==> src/rtl/core/ihp_pkg.sv <==
// Shared types and constants for the indexed min-heap of group pairs.
`timescale 1ns / 1ps
package ihp_pkg;

  localparam int KEY_W       = 24;
  localparam int GROUP_W     = 6;
  localparam int PAIR_W      = 2 * GROUP_W;
  localparam int GROUP_COUNT = 64;
  localparam int OP_W        = 3;
  localparam int STATUS_W    = 3;
  localparam int TOTAL_W     = 12;

  typedef enum logic [OP_W-1:0] {
    OP_INSERT  = 3'd0,
    OP_EXTRACT = 3'd1,
    OP_PEEK    = 3'd2,
    OP_CHANGE  = 3'd3,
    OP_REMOVE  = 3'd4,
    OP_EXISTS  = 3'd5
  } op_t;

  typedef enum logic [STATUS_W-1:0] {
    ST_OK       = 3'd0,
    ST_EMPTY    = 3'd1,
    ST_NOTFOUND = 3'd2,
    ST_FULL     = 3'd3,
    ST_DUP      = 3'd4,
    ST_BADPAIR  = 3'd5
  } status_t;

  typedef struct packed {
    logic [KEY_W-1:0]  key;
    logic [PAIR_W-1:0] pair;
  } entry_t;

  // controller to datapath
  typedef struct packed {
    logic    ready;
    logic    clr;
    logic    load;
    logic    look;
    logic    rd_old;
    logic    st_en;
    status_t st;
    logic    empty_key;
    logic    take_min;
    logic    take_present;
    logic    ins;
    logic    ext;
    logic    rem;
    logic    chg;
    logic    up_rd;
    logic    up_mv;
    logic    dn_rd;
    logic    dn_mv;
    logic    place;
    logic    respond;
  } cmd_t;

  // datapath to controller
  typedef struct packed {
    logic clr_done;
    logic [OP_W-1:0] op;
    logic pair_ok;
    logic pos_hit;
    logic empty;
    logic full;
    logic one_left;
    logic rem_last;
    logic chg_less;
    logic root;
    logic up_less;
    logic dn_leaf;
    logic dn_less;
    logic moved;
    logic out_busy;
  } stat_t;

endpackage

==> src/rtl/core/ihp_ctrl.sv <==
// Request sequencer: decodes each request and steps the sift loops.
`timescale 1ns / 1ps
module ihp_ctrl (
  input  logic           clk,
  input  logic           rst,
  input  logic           req_valid,
  input  ihp_pkg::stat_t stat,
  output ihp_pkg::cmd_t  cmd
);
  typedef enum logic [3:0] {
    S_CLR, S_IDLE, S_LOOK, S_DECIDE, S_OLD, S_CHG,
    S_UP_RD, S_UP_CMP, S_DN_RD, S_DN_CMP, S_RESP
  } state_t;

  state_t state, state_next;
  logic   dn_after, dn_after_next;

  always_comb begin
    cmd           = '0;
    cmd.st        = ihp_pkg::ST_OK;
    state_next    = state;
    dn_after_next = dn_after;
    case (state)
      S_CLR: begin
        cmd.clr = 1'b1;
        if (stat.clr_done) state_next = S_IDLE;
      end
      S_IDLE: begin
        cmd.ready = 1'b1;
        if (req_valid) begin
          cmd.load   = 1'b1;
          state_next = S_LOOK;
        end
      end
      S_LOOK: begin
        cmd.look   = 1'b1;
        state_next = S_DECIDE;
      end
      S_DECIDE: begin
        state_next = S_RESP;
        case (stat.op)
          ihp_pkg::OP_EXTRACT, ihp_pkg::OP_PEEK: begin
            if (stat.empty) begin
              cmd.st_en     = 1'b1;
              cmd.st        = ihp_pkg::ST_EMPTY;
              cmd.empty_key = 1'b1;
            end else begin
              cmd.take_min = 1'b1;
              if (stat.op == ihp_pkg::OP_EXTRACT) begin
                cmd.ext = 1'b1;
                if (!stat.one_left) state_next = S_DN_RD;
              end
            end
          end
          ihp_pkg::OP_INSERT, ihp_pkg::OP_CHANGE, ihp_pkg::OP_REMOVE,
          ihp_pkg::OP_EXISTS: begin
            if (!stat.pair_ok) begin
              cmd.st_en = 1'b1;
              cmd.st    = ihp_pkg::ST_BADPAIR;
            end else if (stat.op == ihp_pkg::OP_EXISTS) begin
              cmd.take_present = 1'b1;
            end else if (stat.op == ihp_pkg::OP_INSERT) begin
              if (stat.pos_hit) begin
                cmd.st_en = 1'b1;
                cmd.st    = ihp_pkg::ST_DUP;
              end else if (stat.full) begin
                cmd.st_en = 1'b1;
                cmd.st    = ihp_pkg::ST_FULL;
              end else begin
                cmd.ins       = 1'b1;
                dn_after_next = 1'b0;
                state_next    = S_UP_RD;
              end
            end else if (!stat.pos_hit) begin
              cmd.st_en = 1'b1;
              cmd.st    = ihp_pkg::ST_NOTFOUND;
            end else if (stat.op == ihp_pkg::OP_CHANGE) begin
              state_next = S_OLD;
            end else begin
              cmd.rem = 1'b1;
              if (!stat.rem_last) begin
                dn_after_next = 1'b1;
                state_next    = S_UP_RD;
              end
            end
          end
          default: state_next = S_RESP;
        endcase
      end
      S_OLD: begin
        cmd.rd_old = 1'b1;
        state_next = S_CHG;
      end
      S_CHG: begin
        cmd.chg       = 1'b1;
        dn_after_next = 1'b0;
        state_next    = stat.chg_less ? S_UP_RD : S_DN_RD;
      end
      S_UP_RD: begin
        if (!stat.root) begin
          cmd.up_rd  = 1'b1;
          state_next = S_UP_CMP;
        end else if (dn_after && !stat.moved) begin
          state_next = S_DN_RD;
        end else begin
          cmd.place  = 1'b1;
          state_next = S_RESP;
        end
      end
      S_UP_CMP: begin
        if (stat.up_less) begin
          cmd.up_mv  = 1'b1;
          state_next = S_UP_RD;
        end else if (dn_after && !stat.moved) begin
          state_next = S_DN_RD;
        end else begin
          cmd.place  = 1'b1;
          state_next = S_RESP;
        end
      end
      S_DN_RD: begin
        if (stat.dn_leaf) begin
          cmd.place  = 1'b1;
          state_next = S_RESP;
        end else begin
          cmd.dn_rd  = 1'b1;
          state_next = S_DN_CMP;
        end
      end
      S_DN_CMP: begin
        if (stat.dn_less) begin
          cmd.dn_mv  = 1'b1;
          state_next = S_DN_RD;
        end else begin
          cmd.place  = 1'b1;
          state_next = S_RESP;
        end
      end
      S_RESP: begin
        if (!stat.out_busy) begin
          cmd.respond = 1'b1;
          state_next  = S_IDLE;
        end
      end
      default: state_next = S_CLR;
    endcase
  end

  always_ff @(posedge clk) begin
    if (rst) begin
      state    <= S_CLR;
      dn_after <= 1'b0;
    end else begin
      state    <= state_next;
      dn_after <= dn_after_next;
    end
  end

endmodule

==> config.mk <==
export PLATFORM = sky130hd
export DESIGN_NAME = ihp_ctrl
export DESIGN_NICKNAME = d
export VERILOG_FILES = /design/src/rtl/core/ihp_pkg.sv /design/src/rtl/core/ihp_ctrl.sv
export SDC_FILE = /design/constraint.sdc
export NUM_CORES = 1
export LEC_CHECK = 0
export BUFFER_PORTS_ARGS = -buffer_cell sky130_fd_sc_hd__buf_2
export CAP_MARGIN = 20
export CORE_UTILIZATION = 46
export DETAILED_ROUTE_END_ITERATION = 16
export GPL_TIMING_DRIVEN = 1
export PLACE_DENSITY = 0.8
export RECOVER_POWER = 25
export SYNTH_ARGS = -nofsm -noshare
export SYNTH_HDL_FRONTEND = slang
export SYNTH_SLANG_ARGS = --single-unit
export TNS_END_PERCENT = 50
==> constraint.sdc <==
create_clock -name clk -period 1.5 [get_ports clk]
set_input_delay 0.15 -clock clk [delete_from_list [all_inputs] [get_ports clk]]
set_output_delay 0.15 -clock clk [all_outputs]
set_load 0.03 [all_outputs]
After elaboration in Yosys (flattened, before gate mapping)
Cells that the tools add are included.
Storage, ports and cells
  register bits after elaboration: 5
  output and inout bits: 22
Cells by class
  equality and inequality tests: 26
  mux-type cells: 82
  reductions and logical operators: 9
Operator list (count)
  4-bit 2-to-1 mux: 22
  1-bit 2-to-1 mux: 46
  4-bit case mux with 11 select lines: 1
  4-bit by 3-bit equality test with 1-bit output, second input constant: 4
  4-bit case mux with 2 select lines: 2
  3-bit != test, second input constant: 5
  2-bit 2-to-1 mux: 7
  4-bit equality test, second input constant: 3
  10-bit 2-to-1 mux: 1
  2-bit != test, second input constant: 5
  9-bit AND reduction: 1
  4-bit by 2-bit equality test with 1-bit output, second input constant: 2
  3-bit by 2-bit equality test with 1-bit output, second input constant: 2
  3-bit equality test, second input constant: 2
  5-bit 2-to-1 mux: 1
  4-bit by 1-bit equality test with 1-bit output, second input constant: 1
  4-bit logical NOT: 1
  1-bit case mux with 4 select lines: 1
  4-bit OR reduction: 1
  3-bit by 1-bit equality test with 1-bit output, second input constant: 1
  3-bit logical NOT: 1
  3-bit AND reduction: 1
  2-bit by 1-bit != test with 1-bit output, second input constant: 1
  1-bit case mux with 2 select lines: 1
  other kinds (4): 4

Depth between registers and ports, before layout
Gate-level depths: netlist of the first run.
  depth in word-level cells: 8
  depth in mapped cells: 6

Least setup slack after synthesis of the first run
OpenSTA, ideal clock, no wires.
  path type: register to output
  start point: register state[0]
  end point: output cmd[7] in the netlist's numbering
  data arrival time: 1825 ps
  data required time: 1350 ps
  setup slack: -475 ps
  stages on the path, launching flop included: 5
  path buffers: 1
  cells stage by stage: dfxtp_1 -> and4bb_1 -> buf_2 -> nand2_1 -> nor4_1
RTL lines
  start, declared: line ihp_ctrl.sv:15  | state_t state, state_next;
  start signal, assigned: line ihp_ctrl.sv:154  | state <= state_next;
  end, declared: line ihp_ctrl.sv:8  | output ihp_pkg::cmd_t cmd

==> run_results.csv, run 1 <==
group,metric,value,unit
outcome,status,"finished, violations left",
power,p_leak,0.640,nW
floorplan,die-width,45.7,µm
flow_run,maxCapViolCount,0,
timing,maxSlewHeadroom,77.7,%
timing,maxSlewViolCount,0,
power,clockPowerShare,18.8,%
grt,antenna_found_initial,0,
hold_path,hold_start,"rst",
clocking,root_buffer,"clkbuf_4",
power,powerDensity,581,nW/µm²
placement,dp_slack,-62.1,ps
power,power_switching,381,µW
floorplan,die_area,2090,µm²
clocking,cts_max_level,1,
timing,setup_violations,16,
placement,placed_area,1160,µm²
floorplan,initial_utilization,49.7,%
yosys,synthArstFlopShare,0,%
yosys,synth.yosys.seq_area_share,11.4,%
timing,timing.final.ws_setup,-106,ps
yosys,synth_area,877,µm²
timing,hold_violations,0,
outcome,violations,"negative setup slack",
setup_path,rr_startpoint,"state[2]$_SDFFE_PP0P_",
layout,area_delta_synth_final,70.6,%
layout,stdcell_count,209,
setup_path,arrival,1460,ps
placement,place.gp.congestion,0.905,
timing,min_period,1610,ps
yosys,synth-edff-count,0,
yosys,synth_area_per_cell,7.02,µm²
setup_path,path_delay_family,"simple AND/OR/NAND/NOR gates",
setup_path,slowest_stage,"and4bb_2",
setup_path,reg2reg_slack,-20,ps
routing,drt_iter0_markers,27,
routing,vias,1278,
placement,dp_hpwl,2110,µm
yosys,postSynthCellCount,125,
layout,finalInstanceArea,1500,µm²
clocking,cts_buffers,3,
timing,timing.fmax,0.623,GHz
yosys,ys_types,48,
setup_path,endpoint_kind,"primary output",
clocking,hold_buffers,0,
power,swShare,43.9,%
setup_path,critical_path_required,1350,ps
setup_path,r2r-end,"state[3]$_SDFFE_PP0P_",
floorplan,design.core.area,1760,µm²
timing,worst_pin_slew,333,ps
clocking,clock_latency,250,ps
power,irDropWorstVdd,0.351,mV
setup_path,path_cells,"and4bb_2 > buf_6 > nand2_2 > o21ai_1 > buf_4",
floorplan,io_pins,42,
grt,grtUsageTotal,29.1,%
yosys,ys.warnings.count,0,
setup_path,path_class,"flop to primary output",
routing,postRouteAntennaNets,0,
yosys,synth_top_area_cell,"dfxtp_1",
routing,wl_per_cell,16.6,µm
routing,wl,3480,µm
hold_path,hold_path_depth,2,
grt,first_global_vias,1031,
floorplan,fp-row-count,15,
placement,numPortBuffers,41,
setup_path,worst_setup_path_start_kind,"flop",
yosys,synth-seq-cells,5,
layout,fin_util,84.8,%
clocking,cts_num_sinks,5,
layout,final_cell_mix,"buf_4, buf_2, nor2_1",
power,power_frac_seq,19.0,%
layout,drive_above_1_share,56.0,%
grt,grt.overflow.total,0,
yosys,synth_nets,145,
yosys,ys.flop_type,"dfxtp_1",
grt,grt_pass1_wl,4380,µm
floorplan,die_y,45.7,µm
setup_path,worst-path-buf-inv,2,
routing,vias_per_cell,6.11,
layout,antennaDiodeCount,0,
layout,nets,205,
yosys,synth.top_cell.area_share,11.4,%
setup_path,cpPeakStageDelay,360,ps
setup_path,cp_max_fo,5,
hold_path,min_to,"state[0]$_SDFFE_PP0P_",
power,intPower,488,µW
power,combPwrFrac,62.1,%
clocking,cts_max_path_buffers,2,
timing,clock_skew,8.40,ps
clocking,cts_tree,"built",
timing,period_share,107,%
yosys,synth.area.top_cells,"dfxtp_1, buf_6, nand2b_1",
clocking,clk_pin_slew,50,ps
grt,grt_max_degree,15,
layout,final_common_cell,"buf_4",
setup_path,rr_worst_depth,7,
hold_path,min_path_type,"input port to flop",
routing,dr.pass1.iters,5,
routing,drc,0,
placement,placedCellCount,192,
timing,rsz0062_at_grt,"true",
## per-layer routing
metal,vias up,GRT usage [%],share of wire (%)
li1,577,-,-
met1,604,30.2,39
met2,85,57.1,53
met3,12,5.95,6.4
met4,0,8.48,2.1
met5,-,0,0
## metrics by stage
step	TNS (ps)	hold WS (ps)	total power, mW
floorplan	-944	212	0.441
global route	-1840	158	0.909
global placement	-23.2	407	0.535
CTS	-488	154	0.786
detailed placement	-80.7	423	0.546
finish	-805	165	0.869
## power by group through the flow
stage | Combinational (mW) | Clock [mW] | Sequential [mW]
2_1_floorplan | 0.284 | 0 | 0.157
3_3_place_gp | 0.375 | 0 | 0.160
3_5_place_dp | 0.384 | 0 | 0.162
4_1_cts | 0.457 | 0.166 | 0.163
5_1_grt | 0.570 | 0.174 | 0.165
6_report | 0.540 | 0.164 | 0.165
## sequential cells by signal, indices dropped and copies added, names as in the netlist
name / cells
dn_after: 1
state: 4
## cell families (layout without fill, tap and decap cells)
family	after synthesis	count (layout)	synth area share (%)
buffers and inverters	16	75	12.1
AND/OR/NAND/NOR	68	68	45.5
multiplexers	2	2	2.43
flip-flops	5	5	11.4
XOR/XNOR	3	3	3.00
AO/OA/AOI/OAI	31	31	25.5
## synthesized netlist by cell type, types with 3 or more instances
library cell and number:
a21oi_1 4, nand2_1 6, dfxtp_1 5, buf_6 5
nand2b_1 9, buf_2 4, inv_1 5, a31oi_1 4
nor2_1 15, nand3_1 3, o21ai_0 5, nor2b_1 3
o21ai_1 3, nor3_1 11
## worst reg2reg max path: cells and delay by family (launching register included)
family / cells / cell delay (ps)
compound gates: 2 / 330
buf+inv: 3 / 440
flops: 1 / 370
simple gates: 2 / 300
## worst max path at each step
stage	from	endpoint	slack, ps	depth (start not counted)
4_1_cts	state[2]$_SDFFE_PP0P_	cmd[8]	-90	4
6_report	state[2]$_SDFFE_PP0P_	cmd[16]	-110	5
3_5_place_dp	state[0]$_SDFFE_PP0P_	state[1]$_SDFFE_PP0P_	-60	5
5_1_grt	state[2]$_SDFFE_PP0P_	cmd[8]	-160	4
2_1_floorplan	state[1]$_SDFFE_PP0P_	cmd[19]	-230	5
3_3_place_gp	state[0]$_SDFFE_PP0P_	state[1]$_SDFFE_PP0P_	-20	5
## repair_timing
| item | in CTS | in global routing |
|---|---|---|
| setup buffers | 9 | 4 |
| pin swaps | 10 | 6 |
| endpoints found under the setup margin | 21 | 19 |
| gates resized for setup | 39 | 22 |
## layout make-up
type | count | area (µm²)
fill | 118 | 268
tap | 25 | 31.3
sequential | 5 | 110
inverter | 5 | 18.8
timing repair buffer | 66 | 469
multi-input combinational | 104 | 841
clock buffer | 4 | 26.3
No activity file was read; power rests on OpenSTA's default activity.
==> run 2: changes to the inputs <==
- CORE_MARGIN: not set -> 4
==> run 2 against run 1 <==
Effect of this change: the run still ends with negative setup slack left; non-clock buffer count is 12 lower; clock skew is 7.4 ps lower; setup slack better by 15 ps; power is 11% lower; sequential share of layout area is 0.40 points higher; wire length is 14% lower; register-to-register slack worse by 20 ps; global-route usage is 6.2 points lower; clock-buffer cell count stayed put; final cell count is 5.7% lower; first-iteration DRC count is 44% lower; sequential power hardly changed.
==> run_results.csv, run 2 (synthesis gave the netlist of run 1 again) <==
group,metric,value,unit
routing,wl,2970,µm
floorplan,design.core.area,1760,µm²
layout,top_regs,"state: 4 flops, dn_after: 1 flops",
power,power_frac_seq,21.5,%
clocking,clock_latency,240,ps
hold_path,min_path_type,"input port to flop",
clocking,cts_buffers,3,
placement,placed_area,1150,µm²
setup_path,cp_max_fo,5,
timing,worst_pin_slew,308,ps
layout,final_common_cell,"buf_2",
clocking,cts_num_sinks,5,
placement,place.gp.congestion,0.844,
timing,timing.fmax,0.628,GHz
layout,drive_above_1_share,53.5,%
routing,drt_iter0_markers,15,
placement,dp_slack,25.3,ps
power,p_leak,0.588,nW
timing,rsz0062_at_grt,"true",
layout,largest_reg_flops,4,
layout,largest-register,"state",
outcome,status,"finished, violations left",
grt,grt_pass1_wl,4750,µm
setup_path,arrival,1440,ps
clocking,cts_tree,"built",
placement,numPortBuffers,41,
placement,placedCellCount,189,
timing,period_share,106,%
setup_path,endpoint_kind,"primary output",
layout,stdcell_count,197,
timing,min_period,1590,ps
setup_path,path_class,"flop to primary output",
floorplan,die-width,51.7,µm
flow_run,maxCapViolCount,0,
layout,final_cell_mix,"buf_2, buf_4, buf_6",
power,clockPowerShare,20.4,%
power,power_switching,334,µW
grt,antenna_found_initial,0,
routing,drc,0,
grt,grt.overflow.total,0,
clocking,root_buffer,"clkbuf_4",
timing,maxSlewHeadroom,79.3,%
clocking,cts_max_level,1,
layout,nets,193,
layout,finalInstanceArea,1420,µm²
layout,area_delta_synth_final,61.9,%
floorplan,die_area,2670,µm²
power,swShare,43.3,%
timing,maxSlewViolCount,0,
timing,hold_violations,0,
setup_path,critical_path_required,1350,ps
routing,vias,1133,
timing,clock_skew,1.02,ps
power,irDropWorstVdd,0.306,mV
floorplan,io_pins,42,
floorplan,fp-row-count,15,
timing,timing.final.ws_setup,-91.3,ps
floorplan,initial_utilization,49.7,%
grt,first_global_vias,1106,
routing,vias_per_cell,5.75,
outcome,violations,"negative setup slack",
routing,wl_per_cell,15.1,µm
layout,fin_util,80.5,%
layout,n_fill_cell,139,
grt,grt_max_degree,15,
placement,dp_hpwl,2080,µm
setup_path,worst_setup_path_start_kind,"flop",
power,combPwrFrac,58.1,%
power,intPower,438,µW
timing,setup_violations,13,
layout,regArea,110,µm²
layout,multiInputGateArea,822,µm²
power,powerDensity,544,nW/µm²
layout,antennaDiodeCount,0,
routing,dr.pass1.iters,4,
clocking,cts_max_path_buffers,2,
floorplan,die_y,51.7,µm
clocking,clk_pin_slew,40,ps
grt,grtUsageTotal,22.9,%
routing,postRouteAntennaNets,0,
power,finalPower,772,µW
run 2: cell count changes in the layout (fill, tap and decap cells not counted), moves of 2 or more:
cell     before  now
buf_6         9   13
o21ai_2       0    2
nor2_1       14   12
buf_2        23   21
o21ai_1       4    2
nor2_2        1    4
buf_4        33   17
run 2: layer usage:
| layer | global-route usage (%) | vias up | routed length (µm) |
|---|---|---|---|
| met2 | 44.1 | 49 | 1560 |
| li1 | - | 553 | - |
| met3 | 2.58 | 10 | 180 |
| met4 | 10.0 | 0 | 86 |
| met5 | 0 | - | 0 |
| met1 | 24.6 | 521 | 1150 |
run 2: worst paths after layout:
kind | from | cells past startpoint | slack (ps) | end
worst max-delay path | state[2]$_SDFFE_PP0P_ | 5 | -90 | cmd[13]
worst min register to register | dn_after$_SDFFE_PP0P_ | 3 | 670 | dn_after$_SDFFE_PP0P_
worst max register to register | state[3]$_SDFFE_PP0P_ | 8 | -40 | state[2]$_SDFFE_PP0P_
worst min-delay path | rst | 2 | 160 | state[0]$_SDFFE_PP0P_
run 2: repair_timing:
item | CTS | global route
pin swaps | 8 | 3
gates resized for setup | 39 | 28
hold buffers | 0 | 0
setup buffers | 4 | 0
endpoints found under the setup margin | 19 | 23
run 2: final cells by class:
cell class	instances	area share, %
Multi-Input combinational cell	104	57.9
Tap cell	25	2.20
Clock buffer	4	1.85
Inverter	5	1.32
Sequential cell	5	7.75
Timing Repair Buffer	54	29.0
run 2: metrics by stage:
step | hold slack, ps | TNS [ps]
global placement | 413 | 0
floorplan | 212 | -944
detailed placement | 408 | 0
global route | 177 | -1730
CTS | 151 | -564
finish | 159 | -710
run 2: power groups by stage:
stage	Sequential, mW	Combinational, mW	Clock, mW
2_1_floorplan	0.157	0.284	0
3_3_place_gp	0.160	0.367	0
3_5_place_dp	0.162	0.375	0
4_1_cts	0.164	0.422	0.162
5_1_grt	0.168	0.486	0.170
6_report	0.166	0.449	0.158
run 2: worst max-delay path: stages, from the launching register on:
cell      delay [ps]
dfxtp_2          330
and4bb_2         360
buf_6            130
nand3_2          130
o21ai_2          100
buf_6            150
